**src/rtl/swsb_pkg.sv**
```systemverilog
`default_nettype none

package swsb_pkg;

    localparam int WINDOW_MAX  = 16;
    localparam int SAMPLE_BITS = 32;
    localparam int IDX_BITS    = $clog2(WINDOW_MAX);
    localparam int WS_BITS     = 5;

    typedef logic signed [SAMPLE_BITS-1:0] sample_t;
    typedef logic [IDX_BITS-1:0]           idx_t;
    typedef logic [WS_BITS-1:0]            ws_t;

    localparam ws_t WS_MIN   = ws_t'(2);
    localparam ws_t WS_MAX   = ws_t'(WINDOW_MAX);
    localparam ws_t WS_RESET = ws_t'(16);

    typedef struct packed {
        logic    val_we;
        idx_t    val_waddr;
        sample_t val_wdata;
        idx_t    val_raddr;
        logic    own_we;
        idx_t    own_waddr;
        idx_t    own_wdata;
        idx_t    own_raddr;
        logic    pos_we;
        idx_t    pos_waddr;
        idx_t    pos_wdata;
        idx_t    pos_raddr;
    } store_ctrl_t;

    typedef struct packed {
        logic lt;
        logic gt;
    } cmp_res_t;

    function automatic ws_t clamp_size(input ws_t v);
        ws_t r;
        if (v < WS_MIN)
        begin
            r = WS_MIN;
        end
        else if (v > WS_MAX)
        begin
            r = WS_MAX;
        end
        else
        begin
            r = v;
        end
        return r;
    endfunction

endpackage

`default_nettype wire

```
**src/rtl/swsb_cmp.sv**
```systemverilog
`default_nettype none

module swsb_cmp
    import swsb_pkg::*;
(
    input  sample_t  a,
    input  sample_t  b,
    output cmp_res_t res
);

    assign res.lt = (a < b);
    assign res.gt = (a > b);

endmodule

`default_nettype wire

```
**src/rtl/swsb_store.sv**
```systemverilog
`default_nettype none

module swsb_store
    import swsb_pkg::*;
(
    input  logic        clk,
    input  logic        rst_n,
    input  logic        clear,
    input  store_ctrl_t ctrl,
    output sample_t     val_rdata,
    output idx_t        own_rdata,
    output idx_t        pos_rdata
);

    sample_t val_reg [WINDOW_MAX];
    idx_t    own_reg [WINDOW_MAX];
    idx_t    pos_reg [WINDOW_MAX];

    always_ff @(posedge clk or negedge rst_n)
    begin
        if (!rst_n)
        begin
            for (int k = 0; k < WINDOW_MAX; k++)
            begin
                val_reg[k] <= '0;
                own_reg[k] <= idx_t'(k);
                pos_reg[k] <= idx_t'(k);
            end
        end
        else if (clear)
        begin
            for (int k = 0; k < WINDOW_MAX; k++)
            begin
                val_reg[k] <= '0;
                own_reg[k] <= idx_t'(k);
                pos_reg[k] <= idx_t'(k);
            end
        end
        else
        begin
            if (ctrl.val_we)
            begin
                val_reg[ctrl.val_waddr] <= ctrl.val_wdata;
            end
            if (ctrl.own_we)
            begin
                own_reg[ctrl.own_waddr] <= ctrl.own_wdata;
            end
            if (ctrl.pos_we)
            begin
                pos_reg[ctrl.pos_waddr] <= ctrl.pos_wdata;
            end
        end
    end

    assign val_rdata = val_reg[ctrl.val_raddr];
    assign own_rdata = own_reg[ctrl.own_raddr];
    assign pos_rdata = pos_reg[ctrl.pos_raddr];

endmodule

`default_nettype wire

```
**src/rtl/sliding_window_sorted_buffer.sv**
```systemverilog
// channel      | handshake                  | payload
// -------------+----------------------------+------------------------------------------
// sample       | sample_valid / sample_stall | sample
// result       | result_valid / result_stall | insert_position, lowest/middle/highest_value
// window_size  | window_size_we             | window_size
//
// No next beat is taken until the last is through; the new value moves past k entries
// (0 .. window_size-1) in S_SHIFT, where one shared signed comparator probes one neighbor
// per cycle, then S_RD_LO, S_RD_MID and S_RD_HI read the query values. Reset
// (asynchronous, rst_n low) and any window_size write zero the window and restore
// identity maps. A stalled result holds in its output register; the block takes the
// next sample meanwhile and waits before its own result only if still stalled.
`default_nettype none

module sliding_window_sorted_buffer
    import swsb_pkg::*;
(
    input  logic    clk,
    input  logic    rst_n,
    input  logic    window_size_we,
    input  ws_t     window_size,
    input  logic    sample_valid,
    output logic    sample_stall,
    input  sample_t sample,
    output logic    result_valid,
    input  logic    result_stall,
    output idx_t    insert_position,
    output sample_t lowest_value,
    output sample_t middle_value,
    output sample_t highest_value
);

    typedef enum logic [7:0] {
        S_IDLE   = 8'b0000_0001,
        S_LOOKUP = 8'b0000_0010,
        S_PROBE  = 8'b0000_0100,
        S_SHIFT  = 8'b0000_1000,
        S_PLACE  = 8'b0001_0000,
        S_RD_LO  = 8'b0010_0000,
        S_RD_MID = 8'b0100_0000,
        S_RD_HI  = 8'b1000_0000
    } state_t;

    state_t  state_reg, state_next;
    ws_t     ws_reg;
    idx_t    oldest_reg, oldest_next;
    sample_t x_reg;
    idx_t    slot_reg;
    idx_t    idx_reg, idx_next;
    logic    up_reg, up_next;
    sample_t lo_reg, mid_reg;
    logic    out_valid_reg, out_valid_next;
    idx_t    pos_out_reg;
    sample_t lo_out_reg, mid_out_reg, hi_out_reg;

    store_ctrl_t ctrl;
    sample_t     val_rdata;
    idx_t        own_rdata;
    idx_t        pos_rdata;
    cmp_res_t    cmp;

    idx_t    ws_m1;
    idx_t    ws_half;
    idx_t    idx_adj;
    logic    at_edge;
    logic    move;
    logic    accept;
    logic    load_out;
    ws_t     slot_inc;

    assign ws_m1   = idx_t'(ws_reg - ws_t'(1));
    assign ws_half = idx_t'(ws_reg >> 1);
    assign idx_adj = up_reg ? idx_reg + idx_t'(1) : idx_reg - idx_t'(1);
    assign at_edge = up_reg ? (idx_reg == ws_m1) : (idx_reg == '0);
    assign move    = !at_edge && (up_reg ? !cmp.lt : !cmp.gt);
    assign slot_inc = {1'b0, slot_reg} + ws_t'(1);

    assign sample_stall = (state_reg != S_IDLE);
    assign accept       = sample_valid && !sample_stall;
    assign load_out     = (state_reg == S_RD_HI) && (!out_valid_reg || !result_stall);

    swsb_store u_store (
        .clk       (clk),
        .rst_n     (rst_n),
        .clear     (window_size_we),
        .ctrl      (ctrl),
        .val_rdata (val_rdata),
        .own_rdata (own_rdata),
        .pos_rdata (pos_rdata)
    );

    swsb_cmp u_cmp (
        .a   (x_reg),
        .b   (val_rdata),
        .res (cmp)
    );

    always_comb
    begin
        state_next  = state_reg;
        idx_next    = idx_reg;
        up_next     = up_reg;
        oldest_next = oldest_reg;

        ctrl           = '0;
        ctrl.val_raddr = idx_reg;
        ctrl.own_raddr = idx_adj;
        ctrl.pos_raddr = slot_reg;

        unique case (state_reg)
            S_IDLE:
            begin
                if (accept)
                begin
                    state_next = S_LOOKUP;
                end
            end
            S_LOOKUP:
            begin
                idx_next   = ({1'b0, pos_rdata} >= ws_reg) ? ws_m1 : pos_rdata;
                state_next = S_PROBE;
            end
            S_PROBE:
            begin
                up_next    = cmp.gt;
                state_next = S_SHIFT;
            end
            S_SHIFT:
            begin
                ctrl.val_raddr = idx_adj;
                if (move)
                begin
                    ctrl.val_we    = 1'b1;
                    ctrl.val_waddr = idx_reg;
                    ctrl.val_wdata = val_rdata;
                    ctrl.own_we    = 1'b1;
                    ctrl.own_waddr = idx_reg;
                    ctrl.own_wdata = own_rdata;
                    ctrl.pos_we    = 1'b1;
                    ctrl.pos_waddr = own_rdata;
                    ctrl.pos_wdata = idx_reg;
                    idx_next       = idx_adj;
                end
                else
                begin
                    state_next = S_PLACE;
                end
            end
            S_PLACE:
            begin
                ctrl.val_we    = 1'b1;
                ctrl.val_waddr = idx_reg;
                ctrl.val_wdata = x_reg;
                ctrl.own_we    = 1'b1;
                ctrl.own_waddr = idx_reg;
                ctrl.own_wdata = slot_reg;
                ctrl.pos_we    = 1'b1;
                ctrl.pos_waddr = slot_reg;
                ctrl.pos_wdata = idx_reg;
                oldest_next    = (slot_inc >= ws_reg) ? '0 : idx_t'(slot_inc);
                state_next     = S_RD_LO;
            end
            S_RD_LO:
            begin
                ctrl.val_raddr = '0;
                state_next     = S_RD_MID;
            end
            S_RD_MID:
            begin
                ctrl.val_raddr = ws_half;
                state_next     = S_RD_HI;
            end
            S_RD_HI:
            begin
                ctrl.val_raddr = ws_m1;
                if (load_out)
                begin
                    state_next = S_IDLE;
                end
            end
            default:
            begin
                state_next = S_IDLE;
            end
        endcase
    end

    always_comb
    begin
        out_valid_next = out_valid_reg;
        if (load_out)
        begin
            out_valid_next = 1'b1;
        end
        else if (out_valid_reg && !result_stall)
        begin
            out_valid_next = 1'b0;
        end
    end

    always_ff @(posedge clk or negedge rst_n)
    begin
        if (!rst_n)
        begin
            state_reg     <= S_IDLE;
            ws_reg        <= WS_RESET;
            oldest_reg    <= '0;
            up_reg        <= 1'b0;
            idx_reg       <= '0;
            out_valid_reg <= 1'b0;
        end
        else
        begin
            state_reg     <= state_next;
            idx_reg       <= idx_next;
            up_reg        <= up_next;
            out_valid_reg <= out_valid_next;
            if (window_size_we)
            begin
                ws_reg     <= clamp_size(window_size);
                oldest_reg <= '0;
            end
            else
            begin
                oldest_reg <= oldest_next;
            end
        end
    end

    always_ff @(posedge clk)
    begin
        if (accept)
        begin
            x_reg    <= sample;
            slot_reg <= oldest_reg;
        end
        if (state_reg == S_RD_LO)
        begin
            lo_reg <= val_rdata;
        end
        if (state_reg == S_RD_MID)
        begin
            mid_reg <= val_rdata;
        end
        if (load_out)
        begin
            pos_out_reg <= idx_reg;
            lo_out_reg  <= lo_reg;
            mid_out_reg <= mid_reg;
            hi_out_reg  <= val_rdata;
        end
    end

    assign result_valid    = out_valid_reg;
    assign insert_position = pos_out_reg;
    assign lowest_value    = lo_out_reg;
    assign middle_value    = mid_out_reg;
    assign highest_value   = hi_out_reg;

endmodule

`default_nettype wire

```
**config.mk**
```make
export PLATFORM = sky130hd
export DESIGN_NAME = sliding_window_sorted_buffer
export DESIGN_NICKNAME = d
export VERILOG_FILES = /design/src/rtl/swsb_pkg.sv /design/src/rtl/swsb_cmp.sv /design/src/rtl/swsb_store.sv /design/src/rtl/sliding_window_sorted_buffer.sv
export SDC_FILE = /design/constraint.sdc
export NUM_CORES = 1
export LEC_CHECK = 0
export BUFFER_PORTS_ARGS = -buffer_cell sky130_fd_sc_hd__buf_2
export CAP_MARGIN = 20
export CORE_ASPECT_RATIO = 0.6
export CORE_MARGIN = 10
export CORE_UTILIZATION = 56
export CTS_BUF_LIST = sky130_fd_sc_hd__clkbuf_8 sky130_fd_sc_hd__clkbuf_16
export CTS_CLUSTER_DIAMETER = 120
export CTS_CLUSTER_SIZE = 14
export DETAILED_ROUTE_END_ITERATION = 10
export PLACE_DENSITY_LB_ADDON = 0.25
export REMOVE_ABC_BUFFERS = 1
export SYNTH_ARGS = -nofsm -noshare
export SYNTH_HDL_FRONTEND = slang
export SYNTH_HIERARCHICAL = 1
export SYNTH_SLANG_ARGS = --single-unit
export TNS_END_PERCENT = 20
```
**constraint.sdc**
```tcl
create_clock -name clk -period 7 [get_ports clk]
set_input_delay 1.05 -clock clk [delete_from_list [all_inputs] [get_ports clk]]
set_output_delay 1.05 -clock clk [all_outputs]
set_load 0.02 [all_outputs]
```
Yosys cells after proc, flatten, opt, wreduce, memory -nomap -nowiden

Index checks and enable logic that the tools add are counted.

Output and inout port bits: 102
Input bits: 42
Memory bits (read-only): 0
RAM bits: 0
Word-level logic and storage cells: 172
Latch bits: 0
Flip-flop bits (word level): 863
Memories kept: 0

Shift-type cells: 0
Bitwise logic cells: 6
Reductions and logical operators: 23
$add $sub $neg: 4
Muxes and demuxes: 48
Equality and inequality tests: 14
Divide/modulo/power cells: 0
Multiply operators: 0
Magnitude comparators: 15

Operator list:

| kind               | count |
|---|---|
| $mux 512           | 2 |
| $bwmux 512         | 1 |
| $mux 64            | 4 |
| $bmux 32 s4        | 1 |
| $bwmux 64          | 2 |
| $demux 32 s4       | 1 |
| $mux 32            | 3 |
| $pmux 37 s2        | 1 |
| $pmux 8 s8         | 1 |
| $mux 4             | 12 |
| $mux 37            | 1 |
| $pmux 9 s2         | 2 |
| $bmux 4 s4         | 2 |
| $demux 4 s4        | 2 |
| $gt 32x32->1       | 1 |
| $lt 32x32->1       | 1 |
| $ge 5x5->1 const B | 6 |
| $not 4->5          | 6 |
| $mux 8             | 3 |
| $mux 9             | 2 |
| $pmux 4 s4         | 1 |
| $lt 5x1->1 const B | 3 |
| $reduce_bool 2->1  | 6 |
| $mux 5             | 2 |
| other kinds (26)   | 44 |

Depth between registers and ports, before layout

Word-level depth: 21
Mapped depth: 33
Mapped depth without buffers: 27

Hierarchy

Netlist, hierarchy kept.

Modules (own cells, without submodules):

| module                       | times used | seq. area each (sq um) | cells each | area each (sq um) |
|---|---|---|---|---|
| swsb_store                   | 1          | 16095.4                | 3322       | 32422.3 |
| sliding_window_sorted_buffer | 1          | 6583.8                 | 440        | 8097.8 |
| swsb_cmp                     | 1          | 0.0                    | 115        | 829.5 |

Worst setup path after synthesis

OpenSTA, ideal clock, no wires.

Kind: flip-flop to flip-flop
Start point: register state_reg[3]
End point: register u_store/val_reg[343] (netlist name)
Period minus slack after synthesis: 7.500 ns
Path buffers: 8
Path slack: -0.500 ns
Library setup time: 0.078 ns
Data arrival time: 7.422 ns
Required time: 6.922 ns
Cell stages (with the launch flop): 31
Cell sequence: dfrtp_1 -> clkbuf_1 -> nor4_1 -> and3_1 -> clkbuf_1 -> a211oi_1 -> a21oi_1 -> buf_2 -> buf_2 -> mux4_2 -> a22oi_1 -> nand2_1 -> inv_1 -> ha_1 -> a21o_1 -> a221o_1 -> a221oi_1 -> o21ai_0 -> o221ai_1 -> nand2b_1 -> o31a_1 -> a211oi_2 -> or2_1 -> buf_2 -> and2_1 -> nand2b_1 -> buf_4 -> buf_2 -> clkbuf_1 -> o21ai_0 -> a21oi_1

RTL lines:

| what                          | RTL line                            | source |
|---|---|---|
| start, declared               | sliding_window_sorted_buffer.sv:44  | `state_t state_reg, state_next;` |
| start signal, assigned        | sliding_window_sorted_buffer.sv:214 | `state_reg <= state_next;` |
| end signal, assigned by index | swsb_store.sv:43                    | `val_reg[ctrl.val_waddr] <= ctrl.val_wdata;` |
| end, declared                 | swsb_store.sv:15                    | `sample_t val_reg [WINDOW_MAX];` |

==> impl_metrics.json <==
{
  "clk_pin_slew_ps": 70,
  "ir_worst_vdd_v": 0.000180,
  "largest_reg_flops": 512,
  "fin_ws_ps": 114,
  "max_stage_delay_ps": 500,
  "dp_worst_setup_slack_ps": -289,
  "cp-start-kind": "flip-flop",
  "switching_power_mw": 3.89,
  "hold_viol": 0,
  "firstDrtPassIters": 6,
  "fp-row-count": 77,
  "startpoint": "state_reg[6]$_DFFE_PN0P_",
  "dp_hpwl_um": 78500,
  "cp_data_required_time_ps": 7490,
  "maxSlewHeadroom_pct": 26.3,
  "ioPinCount": 144,
  "hold_class": "in2async",
  "drt_wl_total_um": 134000,
  "status": "finished, final reports clean",
  "rsz0062_at_grt": "yes",
  "hold_ws_ps": 405,
  "p_leak_nw": 18.7,
  "cts_tree": "done",
  "swShare_pct": 31.9,
  "synth_edf_count": 200,
  "drive_above_1_share_pct": 21.2,
  "final_cell_mix": "nand3_1, dfrtp_1, a21oi_1, o21ai_0, edfxtp_1",
  "p_comb_share_pct": 25.2,
  "register_area_mm2": 0.0227,
  "r2r-start": "state_reg[6]$_DFFE_PN0P_",
  "fin_nets": 4032,
  "overflow": 0,
  "area_growth_pct": 15.8,
  "tightestPinTransition_ps": 1110,
  "grt_max_degree": 218,
  "n_antenna_cell": 0,
  "slowest_stage": "mux4_2",
  "cp_max_fo": 66,
  "synthArstFlopShare_pct": 76.8,
  "multi_input_area_mm2": 0.0169,
  "setup_viol": 0,
  "p_total_mw": 12.2,
  "die_x_um": 371,
  "synth.distinct_cells": 65,
  "drt-vias-per-instance": 6.99,
  "initial_core_util_pct": 56.3,
  "fin_area_mm2": 0.0479,
  "fp.coreArea_mm2": 0.0734,
  "ys_ff_latch": 863,
  "wl_per_cell_um": 27.0,
  "slew_viol_final": 0,
  "postSynthCellCount": 3877,
  "grt.total_usage_pct": 29.6,
  "path_class": "reg2reg",
  "fin_tns_setup_ps": 0,
  "portBuffers": 143,
  "min_period_ps": 6890,
  "placed_area_mm2": 0.0450,
  "cts.sinks": 863,
  "drv_cap": 0,
  "skew_ps": 33.2,
  "die-area_mm2": 0.0855,
  "netlist_area_mm2": 0.0413,
  "fin_crit_sh_pct": 98.4,
  "die_y_um": 230,
  "grt_antenna_before_repair": 2,
  "grt_pass1_wl_um": 201000,
  "endpoint_kind": "flip-flop",
  "synthFlopType": "dfrtp_1",
  "routabilityCongestion": 0.879,
  "mostFrequentLayoutCell": "nand3_1",
  "crit_path_frequent_cell": "buf_4",
  "root_buffer": "clkbuf_16",
  "arrival_ps": 7380,
  "drc": 0,
  "power_frac_seq_pct": 43.9,
  "grt_pass1_vias": 33118,
  "nFillCells": 5645,
  "clock.fmax_mhz": 145,
  "clkPwrFrac_pct": 31.0,
  "h-tree-depth": 3,
  "clk_latency_ps": 660,
  "drt_iter0_drc": 5348,
  "cts_buffers": 71,
  "p_int_mw": 8.33,
  "powerDensity_mw_per_mm2": 255,
  "num_vias": 34785,
  "syn_area_per_cell_um2": 10.7,
  "antenna_left": 0,
  "ys_seq_area_share_pct": 54.8,
  "cts_buffer_depth": 3,
  "ys_warn_count": 6
}
## kinds of logic (layout without fill, tap and decap cells)
| kind of cell | count (synthesis) | count (layout) | share of synthesized area [%] |
|---|---|---|---|
| buffers and inverters | 509 | 620 | 5.08 |
| multiplexers | 164 | 165 | 8.82 |
| flip-flops | 863 | 863 | 54.8 |
| AND/OR/NAND/NOR | 880 | 880 | 11.0 |
| AO/OA/AOI/OAI | 1403 | 1403 | 18.5 |
| adder cells (fa/ha/maj) | 46 | 46 | 1.41 |
| XOR/XNOR | 12 | 12 | 0.324 |
## synth_stat cells, drive strengths merged (4+ instances only)
master | number | area share, %
o21ai | 613 | 7.4
nand3 | 609 | 7.4
dfrtp | 597 | 36
a21oi | 595 | 7.2
clkbuf | 339 | 3.1
edfxtp | 200 | 15
mux4 | 160 | 8.7
buf | 126 | 1.6
nand2 | 84 | 0.76
a22oi | 74 | 1.3
dfstp | 66 | 4.2
and3 | 61 | 0.92
a211o | 56 | 1.2
ha | 45 | 1.4
inv | 44 | 0.40
a22o | 36 | 0.76
nor2 | 30 | 0.27
nand3b | 18 | 0.33
nor2b | 15 | 0.23
nand2b | 12 | 0.18
and2 | 9 | 0.14
a21o | 7 | 0.13
xnor2 | 7 | 0.15
and3b | 6 | 0.13
nand4 | 6 | 0.091
nor3 | 5 | 0.061
nor4 | 5 | 0.13
or2 | 5 | 0.076
mux2 | 4 | 0.11
nor3b | 4 | 0.097
## power groups by stage
| stage | registers, mW | logic [mW] | clock network [mW] |
|---|---|---|---|
| 2_1_floorplan | 5.41 | 1.39 | 0 |
| 3_3_place_gp | 5.44 | 2.66 | 0 |
| 3_5_place_dp | 5.44 | 2.68 | 0 |
| 4_1_cts | 5.34 | 2.79 | 3.82 |
| 5_1_grt | 5.36 | 3.19 | 4.01 |
| 6_report | 5.36 | 3.07 | 3.79 |
## worst max-delay path: cells and delay by family, from the launching register on
kind	cells	cell delay, ps
muxes	1	500
and+or+nand+nor	10	2110
buffers and inverters	9	1440
adders and majority gates	1	250
DFF	1	440
AOI/OAI and AO/OA	10	1950
## worst paths after layout
path / endpoint / cells after the start / slack [ps]
setup / recovery: u_store/val_reg[252]$_DFFE_PN0P_ / 31 / 110
hold / removal: u_store/val_reg[61]$_DFFE_PN0P_ / 1 / 400
setup reg to reg: u_store/val_reg[252]$_DFFE_PN0P_ / 31 / 110
hold reg to reg: lowest_value[14]$_DFFE_PP_ / 0 / 410
max in group asynchronous: u_store/val_reg[41]$_DFFE_PN0P_ / 2 / 5150
min in group clk: lowest_value[14]$_DFFE_PP_ / 0 / 410
## final cells by class
cell class                      count  area share [%]
Sequential cell                   863            47.3
Tap cell                          987            2.58
Timing Repair Buffer              458            10.1
Clock inverter                     44           0.397
Multi-Input combinational cell   2506            35.3
Inverter                           44           0.345
Clock buffer                       74            3.87
## per-layer routing
layer	up-vias	share of wire, %	global-route usage (%)
li1	14489	-	-
met1	17508	40	43.3
met2	2495	43	41.6
met3	289	14	9.69
met4	4	2.8	8.65
met5	-	0.074	0
## what timing repair did
action / in CTS / in global routing
hold buffers: 0 / 0
cloned: 2 / 9
setup buffers: 3 / 26
setup endpoints to repair: 638 / 641
pin swaps: 6 / 15
resized for setup: 14 / 105
endpoints found under the hold margin: 0 / 0
## metrics by stage
stage	utilization, %	cells
2_1_floorplan	-	3412
3_3_place_gp	61.3	4818
3_5_place_dp	61.3	4818
4_1_cts	64.3	4941
5_1_grt	65.3	4976
6_report	65.3	4976
Note: power is estimated with default switching activity, not from simulation.
